### config.mk
export PLATFORM = sky130hd
export DESIGN_NAME = three_sum_search_top
export DESIGN_NICKNAME = d
export VERILOG_FILES = /design/src/hw/rtl/tss_pkg.sv /design/src/hw/rtl/three_sum_search_top.sv
export SDC_FILE = /design/constraint.sdc
export NUM_CORES = 2
export LEC_CHECK = 0
export BUFFER_PORTS_ARGS = -buffer_cell sky130_fd_sc_hd__buf_4
export CAP_MARGIN = 25
export CORE_UTILIZATION = 65
export CTS_BUF_LIST = sky130_fd_sc_hd__clkbuf_16
export DETAILED_ROUTE_END_ITERATION = 12
export PLACE_DENSITY = 0.82
export SLEW_MARGIN = 20
export SYNTH_ARGS = -nofsm -noshare
export SYNTH_HDL_FRONTEND = slang
export SYNTH_SLANG_ARGS = --single-unit
### constraint.sdc
create_clock -name clk -period 16.15 [get_ports clk]
set_input_delay 1.615 -clock clk [delete_from_list [all_inputs] [get_ports clk]]
set_output_delay 1.615 -clock clk [all_outputs]
set_load 0.01 [all_outputs]
### src/hw/rtl/tss_pkg.sv
// tss_pkg: shared constants and types for the three-value sum search block
// no dependencies
`timescale 1ns / 1ps

package tss_pkg;
	localparam int MAX_ELEMENTS_DEF = 64;
	localparam int VALUE_WIDTH_DEF  = 16;
	localparam int TARGET_WIDTH     = 18;
	localparam int INDEX_OUT_WIDTH  = 6;

	typedef enum logic [13:0] {
		ST_LOAD     = 14'b00000000000001,
		ST_KEY_RD   = 14'b00000000000010,
		ST_KEY_LD   = 14'b00000000000100,
		ST_SORT_RD  = 14'b00000000001000,
		ST_SORT_CMP = 14'b00000000010000,
		ST_SORT_WR  = 14'b00000000100000,
		ST_PAIR_I   = 14'b00000001000000,
		ST_PAIR_J   = 14'b00000010000000,
		ST_PAIR_CHK = 14'b00000100000000,
		ST_BS_RD    = 14'b00001000000000,
		ST_BS_CMP   = 14'b00010000000000,
		ST_FIN_RD   = 14'b00100000000000,
		ST_FIN_CHK  = 14'b01000000000000,
		ST_OUT      = 14'b10000000000000
	} tss_state_t;
endpackage

### src/hw/rtl/three_sum_search_top.sv
// three_sum_search_top: loads signed values, sorts them and searches for a
// triple that reaches the target sum; uses tss_pkg
//
// Values load one beat per cycle into an internal memory. A beat with tlast
// starts insertion sort if more than one value is held: each element pass
// reads its key, then reads and compares element by element (every move costs
// one compare, and a pass that stops on a value not greater costs one more).
// The pair walk reads each pair, then probes and a final read if it is searched.
// The single memory read port sets the pace; s_tready is low from the last
// beat until the result beat is taken. m_tdata fields from bit 0 up:
// found, index_first, index_second, index_third, overflow.
`timescale 1ns / 1ps

module three_sum_search_top #(
	parameter int MAX_ELEMENTS = tss_pkg::MAX_ELEMENTS_DEF,
	parameter int VALUE_WIDTH  = tss_pkg::VALUE_WIDTH_DEF
) (
	input  logic                                   clk,
	input  logic                                   arst_n,
	input  logic                                   cfg_we,
	input  logic signed [tss_pkg::TARGET_WIDTH-1:0] cfg_wdata,
	input  logic                                   s_tvalid,
	output logic                                   s_tready,
	input  logic [((VALUE_WIDTH+7)/8)*8-1:0]       s_tdata,  // value
	input  logic                                   s_tlast,
	output logic                                   m_tvalid,
	input  logic                                   m_tready,
	output logic [23:0]                            m_tdata   // found, idx x3, overflow
);
	localparam int AW = $clog2(MAX_ELEMENTS);
	localparam int CW = $clog2(MAX_ELEMENTS + 1);
	localparam int IW = AW;
	localparam int SW = ((tss_pkg::TARGET_WIDTH > VALUE_WIDTH + 1) ?
		tss_pkg::TARGET_WIDTH : VALUE_WIDTH + 1) + 1;
	localparam int OW = tss_pkg::INDEX_OUT_WIDTH;

	logic signed [VALUE_WIDTH-1:0] val_mem [MAX_ELEMENTS];
	logic [IW-1:0]                 idx_mem [MAX_ELEMENTS];
	logic signed [VALUE_WIDTH-1:0] rd_val_q;
	logic [IW-1:0]                 rd_idx_q;

	tss_pkg::tss_state_t state_q;
	logic [CW-1:0] count_q;
	logic          ovf_q;
	logic signed [tss_pkg::TARGET_WIDTH-1:0] target_q;

	logic [CW-1:0] i_q, k_q, j_q, lo_q, hi_q;
	logic signed [VALUE_WIDTH-1:0] key_v_q, vi_q;
	logic [IW-1:0] key_i_q, ii_q, ij_q;
	logic signed [SW-1:0] need_q;
	logic found_q;
	logic [OW-1:0] r0_q, r1_q, r2_q;

	logic          we;
	logic [AW-1:0] waddr, raddr;
	logic signed [VALUE_WIDTH-1:0] wval;
	logic [IW-1:0] widx;
	logic [CW-1:0] mid;
	logic [CW-1:0] n_load;
	logic [CW:0]   n_x, i_p3, j_p2;
	logic signed [SW-1:0] need_d;

	assign mid = lo_q + ((hi_q - lo_q) >> 1);
	assign n_load = (count_q < CW'(MAX_ELEMENTS)) ? count_q + 1'b1 : count_q;
	assign n_x = {1'b0, count_q};
	assign i_p3 = {1'b0, i_q} + (CW+1)'(3);
	assign j_p2 = {1'b0, j_q} + (CW+1)'(2);
	assign need_d = SW'(target_q) - (SW'(vi_q) + SW'(rd_val_q));
	assign s_tready = (state_q == tss_pkg::ST_LOAD);
	assign m_tvalid = (state_q == tss_pkg::ST_OUT);
	assign m_tdata = {4'd0, ovf_q, r2_q, r1_q, r0_q, found_q};

	always_comb begin
		we = 1'b0;
		waddr = count_q[AW-1:0];
		wval = s_tdata[VALUE_WIDTH-1:0];
		widx = count_q[IW-1:0];
		raddr = '0;
		case (state_q)
			tss_pkg::ST_LOAD: begin
				we = s_tvalid && (count_q < CW'(MAX_ELEMENTS));
			end
			tss_pkg::ST_KEY_RD: raddr = i_q[AW-1:0];
			tss_pkg::ST_SORT_RD: raddr = AW'(k_q - 1'b1);
			tss_pkg::ST_SORT_CMP: begin
				if (rd_val_q > key_v_q) begin
					we = 1'b1;
					waddr = k_q[AW-1:0];
					wval = rd_val_q;
					widx = rd_idx_q;
				end
			end
			tss_pkg::ST_SORT_WR: begin
				we = 1'b1;
				waddr = k_q[AW-1:0];
				wval = key_v_q;
				widx = key_i_q;
			end
			tss_pkg::ST_PAIR_I: raddr = i_q[AW-1:0];
			tss_pkg::ST_PAIR_J: raddr = j_q[AW-1:0];
			tss_pkg::ST_BS_RD: raddr = mid[AW-1:0];
			tss_pkg::ST_FIN_RD: raddr = (lo_q < count_q) ? lo_q[AW-1:0] : '0;
			default: ;
		endcase
	end

	always_ff @(posedge clk) begin
		if (we) begin
			val_mem[waddr] <= wval;
			idx_mem[waddr] <= widx;
		end
		rd_val_q <= val_mem[raddr];
		rd_idx_q <= idx_mem[raddr];
	end

	always_ff @(posedge clk or negedge arst_n) begin
		if (!arst_n) begin
			target_q <= '0;
		end else if (cfg_we) begin
			target_q <= cfg_wdata;
		end
	end

	always_ff @(posedge clk or negedge arst_n) begin
		if (!arst_n) begin
			state_q <= tss_pkg::ST_LOAD;
			count_q <= '0;
			ovf_q <= 1'b0;
			found_q <= 1'b0;
			r0_q <= '0;
			r1_q <= '0;
			r2_q <= '0;
			i_q <= '0;
			k_q <= '0;
			j_q <= '0;
			lo_q <= '0;
			hi_q <= '0;
			key_v_q <= '0;
			key_i_q <= '0;
			vi_q <= '0;
			ii_q <= '0;
			ij_q <= '0;
			need_q <= '0;
		end else begin
			case (state_q)
				tss_pkg::ST_LOAD: begin
					if (s_tvalid) begin
						if (count_q < CW'(MAX_ELEMENTS)) count_q <= count_q + 1'b1;
						else ovf_q <= 1'b1;
						if (s_tlast) begin
							found_q <= 1'b0;
							r0_q <= '0;
							r1_q <= '0;
							r2_q <= '0;
							i_q <= CW'(1);
							state_q <= (n_load > CW'(1)) ? tss_pkg::ST_KEY_RD
								: tss_pkg::ST_OUT;
						end
					end
				end
				tss_pkg::ST_KEY_RD: state_q <= tss_pkg::ST_KEY_LD;
				tss_pkg::ST_KEY_LD: begin
					key_v_q <= rd_val_q;
					key_i_q <= rd_idx_q;
					k_q <= i_q;
					state_q <= tss_pkg::ST_SORT_RD;
				end
				tss_pkg::ST_SORT_RD: state_q <= tss_pkg::ST_SORT_CMP;
				tss_pkg::ST_SORT_CMP: begin
					if (rd_val_q > key_v_q) begin
						k_q <= k_q - 1'b1;
						state_q <= (k_q == CW'(1)) ? tss_pkg::ST_SORT_WR
							: tss_pkg::ST_SORT_RD;
					end else begin
						state_q <= tss_pkg::ST_SORT_WR;
					end
				end
				tss_pkg::ST_SORT_WR: begin
					if (i_q + 1'b1 < count_q) begin
						i_q <= i_q + 1'b1;
						state_q <= tss_pkg::ST_KEY_RD;
					end else begin
						i_q <= '0;
						state_q <= (count_q > CW'(2)) ? tss_pkg::ST_PAIR_I : tss_pkg::ST_OUT;
					end
				end
				tss_pkg::ST_PAIR_I: begin
					j_q <= i_q + 1'b1;
					state_q <= tss_pkg::ST_PAIR_J;
				end
				tss_pkg::ST_PAIR_J: begin
					if (j_q == i_q + 1'b1) begin
						vi_q <= rd_val_q;
						ii_q <= rd_idx_q;
					end
					state_q <= tss_pkg::ST_PAIR_CHK;
				end
				tss_pkg::ST_PAIR_CHK: begin
					ij_q <= rd_idx_q;
					need_q <= need_d;
					if (need_d < SW'(rd_val_q) || j_q + 1'b1 >= count_q) begin
						if (i_p3 < n_x) begin
							i_q <= i_q + 1'b1;
							state_q <= tss_pkg::ST_PAIR_I;
						end else begin
							state_q <= tss_pkg::ST_OUT;
						end
					end else begin
						lo_q <= j_q + 1'b1;
						hi_q <= count_q;
						state_q <= tss_pkg::ST_BS_RD;
					end
				end
				tss_pkg::ST_BS_RD: begin
					state_q <= (lo_q < hi_q) ? tss_pkg::ST_BS_CMP : tss_pkg::ST_FIN_RD;
				end
				tss_pkg::ST_BS_CMP: begin
					if (SW'(rd_val_q) < need_q) lo_q <= mid + 1'b1;
					else hi_q <= mid;
					state_q <= tss_pkg::ST_BS_RD;
				end
				tss_pkg::ST_FIN_RD: state_q <= tss_pkg::ST_FIN_CHK;
				tss_pkg::ST_FIN_CHK: begin
					if (lo_q < count_q && SW'(rd_val_q) == need_q) begin
						found_q <= 1'b1;
						r0_q <= OW'(ii_q);
						r1_q <= OW'(ij_q);
						r2_q <= OW'(rd_idx_q);
						state_q <= tss_pkg::ST_OUT;
					end else if (j_p2 < n_x) begin
						j_q <= j_q + 1'b1;
						state_q <= tss_pkg::ST_PAIR_J;
					end else if (i_p3 < n_x) begin
						i_q <= i_q + 1'b1;
						state_q <= tss_pkg::ST_PAIR_I;
					end else begin
						state_q <= tss_pkg::ST_OUT;
					end
				end
				tss_pkg::ST_OUT: begin
					if (m_tready) begin
						count_q <= '0;
						ovf_q <= 1'b0;
						state_q <= tss_pkg::ST_LOAD;
					end
				end
				default: state_q <= tss_pkg::ST_LOAD;
			endcase
		end
	end

	assert property (@(posedge clk) disable iff (!arst_n)
		m_tvalid && !m_tready |=> m_tvalid)
		else $error("result dropped");
	assert property (@(posedge clk) disable iff (!arst_n)
		m_tvalid && !m_tready |=> $stable(m_tdata))
		else $error("result changed while waiting");
	assert property (@(posedge clk) disable iff (!arst_n)
		count_q <= CW'(MAX_ELEMENTS))
		else $error("count beyond store");
	assert property (@(posedge clk) disable iff (!arst_n)
		!(s_tready && m_tvalid))
		else $error("load while result pending");
endmodule

# Yosys cells after proc, flatten, opt, wreduce, memory -nomap -nowiden
# Memories as Yosys holds them, arrays and structs flattened. A register that Yosys moved wholly into a read port is not among the register bits.
# Cells that the tools add are included.
[classes] mux=65 add_sub_neg=11 eq_ne=30 n_lt_le_gt_ge=12 reduce_logical=20
[ops] cell="case mux 14 bit (14 select lines)" count=1
[ops] cell="two-way mux 14 bit" count=10
[ops] cell="two-way mux 7 bit" count=17
[ops] cell="case mux 7 bit (2 select lines)" count=5
[ops] cell="two-way mux 6 bit" count=10
[ops] cell="case mux 6 bit (2 select lines)" count=5
[ops] cell="case mux 16 bit (2 select lines)" count=1
[ops] cell="case mux 6 bit (5 select lines)" count=1
[ops] cell="adder 7 x 1 -> 7 bit (second input constant)" count=4
[ops] cell="case mux 7 bit (4 select lines)" count=1
[ops] cell="inequality test 2 bit (second input constant)" count=11
[ops] cell="< comparator 7 bit" count=3
[ops] cell="== test 16 x 19 -> 1 bit" count=1
[ops] cell="< comparator 16 x 19 -> 1 bit" count=1
[ops] cell="< comparator 19 x 16 -> 1 bit" count=1
[ops] cell="subtractor 18 x 17 -> 19 bit" count=1
[ops] cell="adder 16 x 16 -> 17 bit" count=1
[ops] cell="adder 7 x 2 -> 8 bit (second input constant)" count=2
[ops] cell="> comparator 16 bit" count=1
[ops] cell="< comparator 8 x 7 -> 1 bit" count=2
[ops] cell="two-way mux 16 bit" count=1
[ops] cell="AND reduction 3 bit" count=5
[ops] cell="== test 14 x 1 -> 1 bit (second input constant)" count=1
[ops] cell="== test 14 x 10 -> 1 bit (second input constant)" count=1
[ops] cell="34 further kinds" count=51
[word_totals] input_bits=40 mem_bits_rw=1408 out_inout_bits=26 n_memories=2 elab_cells=159 regBits=163
[mem_list] name="val_mem" words=64 word_bits=16 read_ports=1 rd_clocked_by_memory_dff=1 write_ports=1 line_no="three_sum_search_top.sv:37" source="logic signed [VALUE_WIDTH-1:0] val_mem [MAX_ELEMENTS];"
[mem_list] name="idx_mem" words=64 word_bits=6 read_ports=1 rd_clocked_by_memory_dff=1 write_ports=1 line_no="three_sum_search_top.sv:38" source="logic [IW-1:0] idx_mem [MAX_ELEMENTS];"

# Logic depth before layout (Yosys ltp)
[logic_depth] ltp_word=7 ltp_mapped=25 ltp_nobuf=24

# Worst setup path before layout
# Ideal clock, no wire load.
[synth_path] kind="flip-flop to flip-flop" start="reg rd_val_q[1] (read register of val_mem)" end="mem idx_mem[0][1] (netlist bit) (data pin)" setup_ns=0.701 n_path_buf=1 period_less_slack_ns=5.578 path_slack_ns=10.572 stages_incl_launch_ff=12 arrival_ns=4.876 t_required_ns=15.449 cell_sequence="dfxtp_1 ha_1 nor2b_1 o21a_1 o21a_1 o21bai_1 a21oi_1 o311ai_1 a31oi_4 or2_2 buf_4 o21ai_0"
[synth_between] elab_chain_cells=3
[synth_lines] item="from (decl)" line_no="three_sum_search_top.sv:39" source="logic signed [VALUE_WIDTH-1:0] rd_val_q;"
[synth_lines] item="> comparator 16 bit" line_no="three_sum_search_top.sv:86" source="if (rd_val_q > key_v_q) begin"
[synth_lines] item="two-way mux 6 bit" line_no="three_sum_search_top.sv:86"
[synth_lines] item="case mux 6 bit (2 select lines)" line_no="three_sum_search_top.sv:79" source="case (state_q)"
[synth_lines] item="named net widx[1]" line_no="three_sum_search_top.sv:57" source="logic [IW-1:0] widx;"
[synth_lines] item="to (decl)" line_no="three_sum_search_top.sv:38"
# The timed path passes the listed nets, and every way through them passes these cells.

# Final worst setup path
[layout_path] start="reg lo_q[0]" end="reg rd_val_q[3] (read register of val_mem)"
[layout_between] elab_chain_cells=3 elab_cells_between_ends=5 classes_between="add/sub (2); order compare (1); mux (2)"
[layout_lines] item="from (decl)" line_no="three_sum_search_top.sv:47" source="logic [CW-1:0] i_q, k_q, j_q, lo_q, hi_q;"
[layout_lines] item="from (signal assigned)" line_no="three_sum_search_top.sv:209" source="lo_q <= j_q + 1'b1;"
[layout_lines] item="from (signal assigned)" line_no="three_sum_search_top.sv:218" source="if (SW'(rd_val_q) < need_q) lo_q <= mid + 1'b1;"
[layout_lines] item="subtractor 7 bit / < comparator 7 bit (equally long branches)" line_no="three_sum_search_top.sv:63, three_sum_search_top.sv:102"
[layout_lines] item="adder 7 x 6 -> 7 bit / two-way mux 6 bit (equally long branches)" line_no="three_sum_search_top.sv:63, three_sum_search_top.sv:102"
[layout_lines] item="case mux 6 bit (5 select lines) (*)" line_no="three_sum_search_top.sv:79"
# Mark *: on every way between the ends. The rest lies on a longest branch, timed or not.
# A chain may end at the register's enable or synchronous reset.

==> impl_metrics.prom <==
# TYPE chip_impl_metric gauge
chip_impl_metric{name="vdd_ir_drop_max",unit="V"} 0.0001028
chip_impl_metric{name="depth_of_the_worst_register_to_register_path",unit=""} 18
chip_impl_metric{name="power_frac_comb",unit=""} 0.130
chip_impl_metric{name="multi_input_comb_area",unit="sq um"} 20170
chip_impl_metric{name="leakage",unit="nW"} 26.28
chip_impl_metric{name="clkTransAtPathRegs",unit="ps"} 60
chip_impl_metric{name="detail_route.vias_per_cell",unit=""} 6.797
chip_impl_metric{name="drtAntennaViolNets",unit=""} 0
chip_impl_metric{name="cts_inserted_buffers",unit=""} 154
chip_impl_metric{name="power_frac_seq",unit=""} 0.494
chip_impl_metric{name="worst-path-stages",unit=""} 18
chip_impl_metric{name="area_of_the_core",unit="sq um"} 103600
chip_impl_metric{name="regArea",unit="sq um"} 46800
chip_impl_metric{name="worst_pin_slew",unit="ps"} 1259
chip_impl_info{name="clk_root_buffer_cell",value="clkbuf_16"} 1
chip_impl_metric{name="layout.filler_cells",unit=""} 6323
chip_impl_metric{name="post_route_cells_drive_above_1_share",unit=""} 0.1138
chip_impl_metric{name="critical_path_required",unit="ps"} 16660
chip_impl_metric{name="drt-pass1-iter-count",unit=""} 8
chip_impl_metric{name="internal_power",unit="mW"} 6.947
chip_impl_metric{name="route.final.wire_length",unit="mm"} 194.4
chip_impl_metric{name="place_hpwl",unit="mm"} 113.7
chip_impl_info{name="grt_setup_unrepaired",value="no"} 1
chip_impl_metric{name="globalRouteOverflowTotal",unit=""} 0
chip_impl_metric{name="worst_path_largest_cell_delay",unit="ps"} 800
chip_impl_info{name="layout.cells.most_common_list",value="1408 x edfxtp_1, 841 x nand2_1, 397 x nand3_1, 370 x mux2i_1, 192 x buf_4"} 1
chip_impl_metric{name="flow.area_growth_from_synthesis",unit="%"} 11.25
chip_impl_metric{name="total_power",unit="mW"} 9.416
chip_impl_info{name="critical_path.slowest_cell",value="buf_4"} 1
chip_impl_info{name="regToRegEndpoint",value="rd_val_q[3]$_DFF_P_"} 1
chip_impl_metric{name="power.density",unit="nW/um^2"} 124.2
chip_impl_metric{name="clk_latency_worst_skew_pair",unit="ps"} 790
chip_impl_metric{name="route.detailed.drc",unit=""} 0
chip_impl_metric{name="pre_cts_ws",unit="ps"} 9112
chip_impl_metric{name="synth.avg_cell_area",unit="sq um"} 13.35
chip_impl_metric{name="grt_start_max_net_pins",unit=""} 159
chip_impl_metric{name="worst_slew_margin_relative_to_its_limit",unit=""} 0.1518
chip_impl_metric{name="post-cts-setup-buffer-count",unit=""} 0
chip_impl_metric{name="synthesis.area",unit="sq um"} 68120
chip_impl_metric{name="clock_power_share",unit=""} 0.375
chip_impl_metric{name="first_global_vias",unit=""} 44310
chip_impl_metric{name="clock_tree.buffer_depth",unit=""} 3
chip_impl_metric{name="power.switching_fraction",unit=""} 0.2622
chip_impl_metric{name="synth-edff-count",unit=""} 1408
chip_impl_metric{name="path_max_fanout",unit=""} 57
chip_impl_metric{name="post_layout_worst_setup_margin",unit="ps"} 8928
chip_impl_metric{name="cp.buffers_inverters",unit=""} 5
chip_impl_metric{name="final_min_period_over_clock_period",unit=""} 0.4472
chip_impl_info{name="worstHoldStart",value="ij_q[4]$_DFFE_PN0P_"} 1
chip_impl_metric{name="rows",unit=""} 118
chip_impl_metric{name="floorplan.initialDensity",unit=""} 0.6572
chip_impl_metric{name="hold_violations_final",unit=""} 0
chip_impl_metric{name="final_critical_path_time_including_i_o_delays_and_setup",unit="ps"} 7222
chip_impl_metric{name="fin_worst_skew",unit="ps"} 44.79
chip_impl_metric{name="synth.yosys.seq_area_share",unit=""} 0.6870
chip_impl_metric{name="dr.first_iter.drc_count",unit=""} 7098
chip_impl_info{name="outcome",value="finished clean"} 1
chip_impl_metric{name="synth_cell_type_count",unit=""} 87
chip_impl_info{name="clock_tree_from_tritoncts",value="yes"} 1
chip_impl_metric{name="maximum_capacitance_violations",unit=""} 0
chip_impl_metric{name="timing.critical_path.arrival",unit="ps"} 7730
chip_impl_metric{name="report.final.slew_viol_count",unit=""} 0
chip_impl_info{name="reg2reg_from",value="lo_q[0]$_DFFE_PN0P_"} 1
chip_impl_metric{name="cts_resizes",unit=""} 0
chip_impl_metric{name="avgRoutedWirePerCell",unit="um"} 29.05
chip_impl_metric{name="reg2reg_slack",unit="ps"} 8930
chip_impl_metric{name="cts_h_tree_depth",unit=""} 4
chip_impl_info{name="min_to",value="ij_q[4]$_DFFE_PN0P_"} 1
chip_impl_metric{name="floorplan.die_area",unit="sq um"} 106100
chip_impl_info{name="worstSetupPathType",value="flop to flop"} 1
chip_impl_metric{name="clock-sinks",unit=""} 1593
chip_impl_info{name="setup.worst_path.start_class",value="flop"} 1
chip_impl_info{name="worstSetupEndpointType",value="flop"} 1
chip_impl_metric{name="setup-tns-final",unit="ps"} 0
chip_impl_metric{name="die-height",unit="um"} 325.7
chip_impl_metric{name="grt_antenna_before_repair",unit=""} 8
chip_impl_metric{name="ctsHoldBuffers",unit=""} 0
chip_impl_metric{name="gp_congestion",unit=""} 0.9761
chip_impl_info{name="path_delay_family",value="buffers and inverters"} 1
chip_impl_info{name="commonest_non_fill_non_tap_cell_in_the_layout",value="edfxtp_1"} 1
chip_impl_metric{name="port_buffer_count",unit=""} 61
chip_impl_metric{name="gate_count_after_technology_mapping",unit=""} 5102
chip_impl_metric{name="p_sw",unit="mW"} 2.468
chip_impl_metric{name="asyncSetResetFlopFracSynth",unit=""} 0.1023
chip_impl_info{name="timing.hold.worst.class",value="flop to flop"} 1
chip_impl_metric{name="vias",unit=""} 45480
chip_impl_metric{name="grt_util_all_layers",unit=""} 0.3653
chip_impl_info{name="ys.flop_type",value="edfxtp_1"} 1
chip_impl_metric{name="timing.hold.worst_path_depth",unit=""} 2
chip_impl_metric{name="boundaryPins",unit=""} 66
chip_impl_metric{name="fp.dieW",unit="um"} 325.7
chip_impl_metric{name="detailed_place.area",unit="sq um"} 70650
chip_impl_metric{name="yosysWarningCount",unit=""} 0
chip_impl_metric{name="postLayoutCellArea",unit="sq um"} 75780
chip_impl_metric{name="num-nets-final",unit=""} 5368
chip_impl_info{name="crit_chain",value="ha_1 -> inv_1 -> fa_1 -> ha_1 -> inv_1 -> fa_1 -> xnor2_1 -> a22o_1 -> a311o_2 -> buf_4 -> buf_4 -> buf_12 -> mux2i_1 -> o22ai_1 -> nor2_1 -> o22ai_1 -> a221oi_1 -> nand3_1"} 1
chip_impl_metric{name="first_pass_grt_wire_length",unit="mm"} 282.9
chip_impl_metric{name="max_freq",unit="MHz"} 138.5
chip_impl_metric{name="ff_latch_count_synth",unit=""} 1593
chip_impl_metric{name="setup_violations",unit=""} 0
state kept, by name, summed over array words and instances (netlist names), 7 cells and up:
signal	count
hi_q	7
state_q	14
lo_q	7
vi_q	16
j_q	7
count_q	7
rd_val_q	16
idx_mem	384
val_mem	1024
k_q	7
i_q	7
key_v_q	16
need_q	19
target_q	18
synth_stat cells (33+ instances only):
library cell,n,area share
and3_1,33,0.0030
ha_1,126,0.023
xnor2_1,43,0.0055
a21oi_1,137,0.010
dfrtp_1,162,0.060
nand2_1,858,0.047
nor3_1,34,0.0025
clkbuf_1,134,0.0074
edfxtp_1,1408,0.62
inv_1,116,0.0064
buf_1,37,0.0020
o22ai_1,145,0.013
mux2_2,39,0.0064
mux2i_1,373,0.055
nand3_1,397,0.029
nor2_1,233,0.013
nand4_1,38,0.0035
buf_2,67,0.0049
buf_4,45,0.0050
o21ai_0,147,0.011
metrics by stage:
stage               instances  hold WS [ps]  utilization
floorplan                5105         439.6            -
global placement         6393         451.6       0.6813
detailed placement       6396         457.2       0.6817
CTS                      6679         471.4       0.7295
global route             6689         511.5       0.7311
finish                   6691         470.0       0.7312
worst max path at each step:
| stage | start | to | slack [ps] |
|---|---|---|---|
| detailed placement | lo_q[0]$_DFFE_PN0P_ | rd_val_q[3]$_DFF_P_ | 9110 |
| finish | lo_q[0]$_DFFE_PN0P_ | rd_val_q[3]$_DFF_P_ | 8930 |
| global placement | lo_q[0]$_DFFE_PN0P_ | rd_val_q[3]$_DFF_P_ | 9040 |
| floorplan | rd_val_q[1]$_DFF_P_ | idx_mem[0][1]$_DFFE_PP_ | 10570 |
| global route | lo_q[0]$_DFFE_PN0P_ | rd_val_q[3]$_DFF_P_ | 8700 |
| CTS | lo_q[0]$_DFFE_PN0P_ | rd_val_q[3]$_DFF_P_ | 9020 |
cell type report:
type | instances | share of cell area
diodes | 2 | 0.00006604
clock buffers | 157 | 0.05184
clock inverters | 126 | 0.01357
inverters | 116 | 0.005746
multi-input cells | 3111 | 0.2661
flip-flops and latches | 1593 | 0.6176
well taps | 1380 | 0.02278
repair buffers | 206 | 0.02229
logic make-up (layout without fill, tap and decap cells):
family | Yosys count | in the layout | synth area share
AND/OR/NAND/NOR | 1732 | 1732 | 0.1128
flip-flops | 1593 | 1593 | 0.6870
AO/OA/AOI/OAI | 739 | 739 | 0.07182
multiplexers | 422 | 422 | 0.06456
buffers and inverters | 401 | 605 | 0.02594
adder cells (fa/ha/maj) | 146 | 146 | 0.02902
XOR/XNOR | 68 | 68 | 0.008743
other | 1 | 6 | 0.00005505
power groups by stage:
stage	clock network, mW	logic, mW	registers [mW]
CTS	3.53	1.19	4.65
floorplan	0	0.800	4.68
global placement	0	1.14	4.73
detailed placement	0	1.18	4.73
global route	3.69	1.31	4.65
finish	3.53	1.23	4.66
per-layer routing:
layer	GRT usage	wire length, um	vias up
li1	-	-	19200
met1	0.4727	66970	22100
met2	0.5556	87980	3495
met4	0.2213	13420	8
met5	0	71	-
met3	0.1005	25920	674
worst reg2reg max path, cell delays in order (launching register included):
cell,delay (ps)
dfrtp_1,650
ha_1,230
inv_1,60
fa_1,490
ha_1,160
inv_1,60
fa_1,440
xnor2_1,520
a22o_1,310
a311o_2,270
buf_4,800
buf_4,720
buf_12,330
mux2i_1,240
o22ai_1,100
nor2_1,240
o22ai_1,160
a221oi_1,700
nand3_1,470
Note: power is estimated with default switching activity, not from simulation.
